--- config.mk ---
export PLATFORM = sky130hd
export DESIGN_NAME = echonet_lite_meter_property_parser_top
export DESIGN_NICKNAME = d
export VERILOG_FILES = /design/src/elmpp_pkg.sv /design/src/echonet_lite_meter_property_parser_top.sv /design/src/elmpp_parser.sv
export VERILOG_INCLUDE_DIRS = /design/src /design/src/src
export SDC_FILE = /design/constraint.sdc
export NUM_CORES = 1
export LEC_CHECK = 0
export ABC_AREA = 0
export BUFFER_PORTS_ARGS = -buffer_cell sky130_fd_sc_hd__clkbuf_2
export CORE_MARGIN = 4
export CORE_UTILIZATION = 64
export DETAILED_ROUTE_END_ITERATION = 16
export GPL_TIMING_DRIVEN = 1
export PLACE_DENSITY = 0.85
export SLEW_MARGIN = 30
export SYNTH_ARGS = -nofsm -noshare
export SYNTH_HDL_FRONTEND = slang
export SYNTH_HIERARCHICAL = 1
export SYNTH_SLANG_ARGS = --single-unit
--- constraint.sdc ---
create_clock -name clock -period 16.5 [get_ports clock]
set_input_delay 1.65 -clock clock [delete_from_list [all_inputs] [get_ports clock]]
set_output_delay 1.65 -clock clock [all_outputs]
set_load 0.01 [all_outputs]
--- src/echonet_lite_meter_property_parser_top_assert.svh ---
// Assertion macros for the meter property parser.
`ifndef ECHONET_LITE_METER_PROPERTY_PARSER_TOP_ASSERT_SVH
`define ECHONET_LITE_METER_PROPERTY_PARSER_TOP_ASSERT_SVH
`ifndef SYNTHESIS
`define ELMPP_ASSERT_IMP(label, clk, rst, ante, cons) \
   label: assert property (@(posedge clk) disable iff (rst) (ante) |-> (cons)) \
      else $error("assertion failed");
`define ELMPP_ASSERT_NEXT(label, clk, rst, ante, cons) \
   label: assert property (@(posedge clk) disable iff (rst) (ante) |=> (cons)) \
      else $error("assertion failed");
`else
`define ELMPP_ASSERT_IMP(label, clk, rst, ante, cons)
`define ELMPP_ASSERT_NEXT(label, clk, rst, ante, cons)
`endif
`endif

--- src/elmpp_pkg.sv ---
`default_nettype none
package elmpp_pkg;

   typedef struct packed {
      logic [7:0] frame_byte;
      logic       frame_end;
   } req_type;

   typedef struct packed {
      logic [1:0]        status;
      logic [31:0]       instant_power;
      logic [31:0]       cumulative_energy;
      logic signed [3:0] energy_exponent;
   } rsp_type;

   typedef enum logic [2:0] {
      PH_HEADER,
      PH_EPC,
      PH_PDC,
      PH_DATA,
      PH_DONE
   } phase_type;

   typedef enum logic [1:0] {
      TGT_SKIP,
      TGT_POWER,
      TGT_ENERGY,
      TGT_UNIT
   } target_type;

   localparam logic [7:0] CODE_POWER  = 8'hE7;
   localparam logic [7:0] CODE_ENERGY = 8'hE0;
   localparam logic [7:0] CODE_UNIT   = 8'hE1;
   localparam logic [3:0] HEADER_LEN  = 4'd11;

   localparam logic [1:0] STATUS_OK        = 2'd0;
   localparam logic [1:0] STATUS_SHORT     = 2'd1;
   localparam logic [1:0] STATUS_TRUNCATED = 2'd2;
   localparam logic [1:0] STATUS_MISSING   = 2'd3;

   localparam logic [2:0] SEEN_POWER  = 3'b001;
   localparam logic [2:0] SEEN_ENERGY = 3'b010;
   localparam logic [2:0] SEEN_UNIT   = 3'b100;
   localparam logic [2:0] SEEN_ALL    = 3'b111;

   function automatic logic signed [3:0] unit_exponent(input logic [7:0] u);
      logic signed [3:0] e;
      e = 4'sd0;
      if (u >= 8'd1 && u <= 8'd4) begin
         e = $signed(4'd0 - u[3:0]);
      end else if (u >= 8'd10 && u <= 8'd13) begin
         e = $signed(u[3:0] - 4'd9);
      end
      return e;
   endfunction

endpackage
`default_nettype wire

--- src/echonet_lite_meter_property_parser_top.sv ---
// Parses a received ECHONET Lite response frame, one byte per beat, and
// gives one result beat on the byte marked as the end of the frame: a
// status, the instantaneous power (0xE7), the cumulative energy (0xE0) and
// the power-of-ten exponent taken from the unit property (0xE1). A byte is
// taken in every cycle; each byte passes through an input register and one
// step of the parse logic, and the result is written to the output register
// as the final byte leaves the input register. Only the final byte of a
// frame waits, and only while an earlier result has not yet been taken.
`default_nettype none
`include "echonet_lite_meter_property_parser_top_assert.svh"
module echonet_lite_meter_property_parser_top (
   input  wire logic               clock,
   input  wire logic               reset,
   input  wire logic               req_valid,
   output logic                    req_ready,
   input  wire elmpp_pkg::req_type req_data,
   output logic                    rsp_valid,
   input  wire logic               rsp_ready,
   output elmpp_pkg::rsp_type      rsp_data
);
   import elmpp_pkg::*;

   req_type in_ff;
   logic    in_valid_ff, in_valid_in;
   rsp_type rsp_ff;
   logic    rsp_valid_ff, rsp_valid_in;
   rsp_type result;
   logic    advance;
   logic    rsp_failed, rsp_zeroed, end_blocked;

   assign advance   = in_valid_ff && (!in_ff.frame_end || !rsp_valid_ff || rsp_ready);
   assign req_ready = !in_valid_ff || advance;

   elmpp_parser u_parser (
      .clock  (clock),
      .reset  (reset),
      .take   (advance),
      .beat   (in_ff),
      .result (result)
   );

   always_comb begin
      in_valid_in = in_valid_ff;
      if (req_valid && req_ready) begin
         in_valid_in = 1'b1;
      end else if (advance) begin
         in_valid_in = 1'b0;
      end
      rsp_valid_in = rsp_valid_ff;
      if (advance && in_ff.frame_end) begin
         rsp_valid_in = 1'b1;
      end else if (rsp_ready) begin
         rsp_valid_in = 1'b0;
      end
   end

   always_ff @(posedge clock) begin
      if (reset) begin
         in_valid_ff  <= 1'b0;
         rsp_valid_ff <= 1'b0;
      end else begin
         in_valid_ff  <= in_valid_in;
         rsp_valid_ff <= rsp_valid_in;
      end
   end

   always_ff @(posedge clock) begin
      if (req_valid && req_ready) begin
         in_ff <= req_data;
      end
      if (advance && in_ff.frame_end) begin
         rsp_ff <= result;
      end
   end

   assign rsp_valid = rsp_valid_ff;
   assign rsp_data  = rsp_ff;

   assign rsp_failed  = rsp_valid_ff && rsp_ff.status != STATUS_OK;
   assign rsp_zeroed  = rsp_ff.instant_power == 32'd0 &&
                        rsp_ff.cumulative_energy == 32'd0 &&
                        rsp_ff.energy_exponent == 4'sd0;
   assign end_blocked = in_valid_ff && in_ff.frame_end && rsp_valid_ff;

   `ELMPP_ASSERT_NEXT(a_result_follows_end, clock, reset, advance && in_ff.frame_end, rsp_valid_ff)
   `ELMPP_ASSERT_IMP(a_fail_values_zero, clock, reset, rsp_failed, rsp_zeroed)
   `ELMPP_ASSERT_IMP(a_stall_only_on_end, clock, reset, !req_ready, end_blocked)

endmodule
`default_nettype wire

--- src/elmpp_parser.sv ---
`default_nettype none
module elmpp_parser (
   input  wire logic              clock,
   input  wire logic              reset,
   input  wire logic              take,
   input  wire elmpp_pkg::req_type beat,
   output elmpp_pkg::rsp_type     result
);
   import elmpp_pkg::*;

   logic [3:0]  header_count_ff, header_count_in, header_count_step;
   phase_type   phase_ff, phase_in, phase_step;
   logic [7:0]  props_left_ff, props_left_in, props_left_step;
   logic [7:0]  prop_code_ff, prop_code_in, prop_code_step;
   logic [7:0]  bytes_left_ff, bytes_left_in, bytes_left_step;
   target_type  target_ff, target_in, target_step;
   logic [2:0]  seen_ff, seen_in, seen_step;
   logic [31:0] power_ff, power_in;
   logic [31:0] energy_ff, energy_in;
   logic [7:0]  unit_ff, unit_in;
   logic [7:0]  b;

   assign b = beat.frame_byte;

   always_comb begin
      header_count_step = header_count_ff;
      phase_step        = phase_ff;
      props_left_step   = props_left_ff;
      prop_code_step    = prop_code_ff;
      bytes_left_step   = bytes_left_ff;
      target_step       = target_ff;
      seen_step         = seen_ff;
      power_in          = power_ff;
      energy_in         = energy_ff;
      unit_in           = unit_ff;
      unique case (phase_ff)
         PH_HEADER: begin
            if (header_count_ff < HEADER_LEN) begin
               header_count_step = header_count_ff + 4'd1;
            end else begin
               props_left_step = b;
               phase_step      = (b != 8'd0) ? PH_EPC : PH_DONE;
            end
         end
         PH_EPC: begin
            prop_code_step  = b;
            props_left_step = props_left_ff - 8'd1;
            phase_step      = PH_PDC;
         end
         PH_PDC: begin
            bytes_left_step = b;
            priority if (prop_code_ff == CODE_POWER && b == 8'd4) begin
               target_step = TGT_POWER;
               seen_step   = seen_ff | SEEN_POWER;
            end else if (prop_code_ff == CODE_ENERGY && b == 8'd4) begin
               target_step = TGT_ENERGY;
               seen_step   = seen_ff | SEEN_ENERGY;
            end else if (prop_code_ff == CODE_UNIT && b == 8'd1) begin
               target_step = TGT_UNIT;
               seen_step   = seen_ff | SEEN_UNIT;
            end else begin
               target_step = TGT_SKIP;
            end
            if (b == 8'd0) begin
               phase_step = (props_left_ff != 8'd0) ? PH_EPC : PH_DONE;
            end else begin
               phase_step = PH_DATA;
            end
         end
         PH_DATA: begin
            unique case (target_ff)
               TGT_POWER:  power_in  = {power_ff[23:0], b};
               TGT_ENERGY: energy_in = {energy_ff[23:0], b};
               TGT_UNIT:   unit_in   = b;
               TGT_SKIP:   ;
               default:    ;
            endcase
            bytes_left_step = bytes_left_ff - 8'd1;
            if (bytes_left_ff == 8'd1) begin
               phase_step = (props_left_ff != 8'd0) ? PH_EPC : PH_DONE;
            end
         end
         default: ;
      endcase
   end

   always_comb begin
      if (beat.frame_end) begin
         header_count_in = 4'd0;
         phase_in        = PH_HEADER;
         props_left_in   = 8'd0;
         prop_code_in    = 8'd0;
         bytes_left_in   = 8'd0;
         target_in       = TGT_SKIP;
         seen_in         = 3'd0;
      end else begin
         header_count_in = header_count_step;
         phase_in        = phase_step;
         props_left_in   = props_left_step;
         prop_code_in    = prop_code_step;
         bytes_left_in   = bytes_left_step;
         target_in       = target_step;
         seen_in         = seen_step;
      end
   end

   always_comb begin
      result = '0;
      if (phase_step == PH_HEADER) begin
         result.status = STATUS_SHORT;
      end else if (phase_step == PH_EPC || phase_step == PH_PDC) begin
         result.status = STATUS_TRUNCATED;
      end else if (phase_step == PH_DATA &&
                   (target_step != TGT_SKIP || props_left_step != 8'd0)) begin
         result.status = STATUS_TRUNCATED;
      end else if (seen_step != SEEN_ALL) begin
         result.status = STATUS_MISSING;
      end else begin
         result.status            = STATUS_OK;
         result.instant_power     = power_in;
         result.cumulative_energy = energy_in;
         result.energy_exponent   = unit_exponent(unit_in);
      end
   end

   always_ff @(posedge clock) begin
      if (reset) begin
         header_count_ff <= 4'd0;
         phase_ff        <= PH_HEADER;
         props_left_ff   <= 8'd0;
         prop_code_ff    <= 8'd0;
         bytes_left_ff   <= 8'd0;
         target_ff       <= TGT_SKIP;
         seen_ff         <= 3'd0;
      end else if (take) begin
         header_count_ff <= header_count_in;
         phase_ff        <= phase_in;
         props_left_ff   <= props_left_in;
         prop_code_ff    <= prop_code_in;
         bytes_left_ff   <= bytes_left_in;
         target_ff       <= target_in;
         seen_ff         <= seen_in;
      end
   end

   always_ff @(posedge clock) begin
      if (take) begin
         power_ff  <= power_in;
         energy_ff <= energy_in;
         unit_ff   <= unit_in;
      end
   end

endmodule
`default_nettype wire

==> out/metrics.yaml <==
status:
  outcome: "completed"
grt:
  grt-busiest-layer: "met2"
  grt_pass1_wl_mm: 29.33
  grt_pass1_vias: 5944
  grt.overflow.total: 0
  grtUsageMet3_pct: 5.810
  use_met1_pct: 32.98
  antenna_found_initial: 0
  grt_max_degree: 85
  track_usage_pct: 24.95
  grtUsageMet2_pct: 39.62
sta:
  worst_pin_slew_ps: 865.8
  finalMaxSlewViolations: 0
  setup_viol: 0
  maxSlewHeadroom_pct: 42.28
  holdWs_ps: 505.5
  rsz0062_at_grt: "no"
  fmax_mhz: 242.4
  clock_skew_ps: 9.956
  fin_setup_tns_ps: 0
  layout_setup_ws_ps: 12380
  hold_viol_final: 0
  min_period_ps: 4125
  post-route-period-util_pct: 25.00
synthesis:
  synth-edff-count: 151
  postSynthCellCount: 728
  synthMuxAreaShare_pct: 9.600
  synthTopCellsByArea: "edfxtp_1 53%, mux2_2 9.4%, dfxtp_1 8.9%, nor2_1 5.3%, nand2_1 3.5%"
  async_flop_share_pct: 0
  synthAdderAreaFrac_pct: 1.026
  synthDistinctLibCells: 65
  synth_compound_area_share_pct: 8.808
  syn-num-nets: 748
  yosys.area.top_type: "edfxtp_1"
  synthXorXnorAreaFrac_pct: 0.3078
  post-synth-top-count-cell: "edfxtp_1"
  synth_top_area_share_pct: 53.11
  ys_top_cells_by_count: "151 x edfxtp_1, 121 x nor2_1, 80 x nand2_1"
  avgSynthCellArea_um2: 11.73
  yosys_warnings: 6
  synthFlopType: "edfxtp_1"
  yosys.area_share.simple_pct: 15.46
  synth_top_family_by_area: "simple AND/OR/NAND/NOR gates"
  ys_seq_area_share_pct: 62.03
  netlist_area_mm2: 0.008537
  ys_ff_latch: 189
placement:
  dpl_cell_area_mm2: 0.009091
  place_ws_ps: 12050
  gp_congestion: 0.9209
  dp_hpwl_mm: 11.73
  port_buffers: 84
setup_path:
  end_kind: "flip-flop"
  critPathArrivalTime_ps: 4370
  critPathMaxFanout: 25
  crit_required_ps: 16740
  worstSetupPathType: "flip-flop to flip-flop"
  start_kind: "flip-flop"
finish:
  diodes: 0
  layout.nets: 816
  drive_above_1_share_pct: 25.87
  final_area_mm2: 0.009712
  syn_to_final_growth_pct: 13.76
pwr:
  power_frac_clock_pct: 44.3
  power.leakage_nw: 3.062
  switching_share_pct: 19.95
  power_density_mw_per_mm2: 99.58
  finalPower_uw: 967.1
  switchingPower_uw: 192.9
  combPwrFrac_pct: 1.9
  p_int_uw: 774.2
  vdd_drop_max_v: 0.00006408
  p_seq_share_pct: 53.9
routing:
  num_vias: 6079
  via_per_inst: 6.203
  drtIter0Drc: 662
  wl_per_cell_um: 18.68
  drtAntennaViolNets: 0
  drt_wl_total_mm: 18.31
  firstDrtPassIters: 5
  drc: 0
floorplan:
  ios: 85
  die_y_um: 123.5
  core_area_mm2: 0.01282
  die_w_um: 123.5
  rows: 41
  die-area_mm2: 0.01525
  start_util_pct: 66.57
clock_network:
  clock_latency_ps: 430
  cts_buffer_depth: 2
  cts.sinks: 189
  cts_htree_levels: 4
  clockRootBuffer: "clkbuf_16"
  numCtsBuffers: 17
  cts_setup_buffers: 0
  cts_resized: 0
  clk_pin_slew_ps: 70
  ctsHoldBuffers: 0
  cts_tree: "built"
run:
  drv_cap: 0
worst_hold_path:
  hp-class: "flip-flop to flip-flop"
## per-stage QoR
stage / instances / utilization (%)
3_3_place_gp: 949 / 70.89
2_1_floorplan: 728 / -
6_report: 980 / 75.73
3_5_place_dp: 949 / 70.89
4_1_cts: 980 / 75.70
5_1_grt: 980 / 75.73
## cells by family (layout without fill, tap and decap cells)
group                      Yosys count  after routing
and+or+nand+nor                    283            283
DFF                                189            189
muxes                               73             73
xor gates and xnor gates             3              3
AOI/OAI and AO/OA                  115            115
adders and majority gates            7              7
buffers and inverters               58            138
## routing by layer
layer / wire length [um] / up-vias
li1: - / 2790
met1: 7517 / 2964
met2: 8872 / 285
met3: 1483 / 40
met4: 433 / 0
met5: 0 / -
## worst max-delay path, cell delays in order (launching register included)
cell      delay (ps)
dfxtp_1          880
nand4_1          750
a21oi_1          590
ha_1             310
nor2_1            80
a21oi_1          150
mux2i_1           90
a221oi_1         270
o21ai_0          230
nand2b_1         250
nor4b_2          330
## power groups by stage
stage / clock, mW / sequential [mW] / combinational [mW]
after floorplan: 0 / 0.530 / 0.0114
after global placement: 0 / 0.531 / 0.0172
after detailed placement: 0 / 0.531 / 0.0179
after CTS: 0.432 / 0.521 / 0.0179
after global routing: 0.452 / 0.521 / 0.0197
final: 0.428 / 0.521 / 0.0180
## placed cells by master (no fill, tap or decap), types with 13 or more instances in the layout
cell and instances:
edfxtp_1 151, inv_1 15, a21oi_1 30, nand2_1 79, nor3_1 13, a22oi_1 23
o21ai_0 24, clkbuf_16 17, dfxtp_1 38, nor2_1 120, clkbuf_2 84, mux2_2 71
## final timing paths
check | from | to | slack, ps | cells past startpoint
hold reg to reg | u_parser/seen_ff[0]$_SDFFE_PP0P_ | u_parser/seen_ff[0]$_SDFFE_PP0P_ | 510 | 2
setup reg to reg | u_parser/phase_ff[0]$_SDFFE_PP0P_ | rsp_data[2]$_DFFE_PP_ | 12380 | 10
setup / recovery | u_parser/phase_ff[0]$_SDFFE_PP0P_ | rsp_data[2]$_DFFE_PP_ | 12380 | 10
hold / removal | u_parser/seen_ff[0]$_SDFFE_PP0P_ | u_parser/seen_ff[0]$_SDFFE_PP0P_ | 510 | 2
## state kept, by name, indices dropped and copies added, names as in the netlist
name and cells:
rsp_valid 1, u_parser/seen_ff 3, u_parser/header_count_ff 4, u_parser/target_ff 2, in_ff 9, in_valid_ff 1, u_parser/props_left_ff 8, u_parser/power_ff 32
u_parser/unit_ff 8, u_parser/energy_ff 32, u_parser/prop_code_ff 8, u_parser/phase_ff 3, rsp_data 70, u_parser/bytes_left_ff 8
## cell type report
class | instances | area [um2]
timing repair buffer | 92 | 484.2
clock buffer | 18 | 429.2
tap | 172 | 215.2
fill | 808 | 3113
sequential | 189 | 5295
multi-input combinational | 481 | 3044
clock inverter | 13 | 187.7
inverter | 15 | 56.30
(Power assumes the default switching activity.)
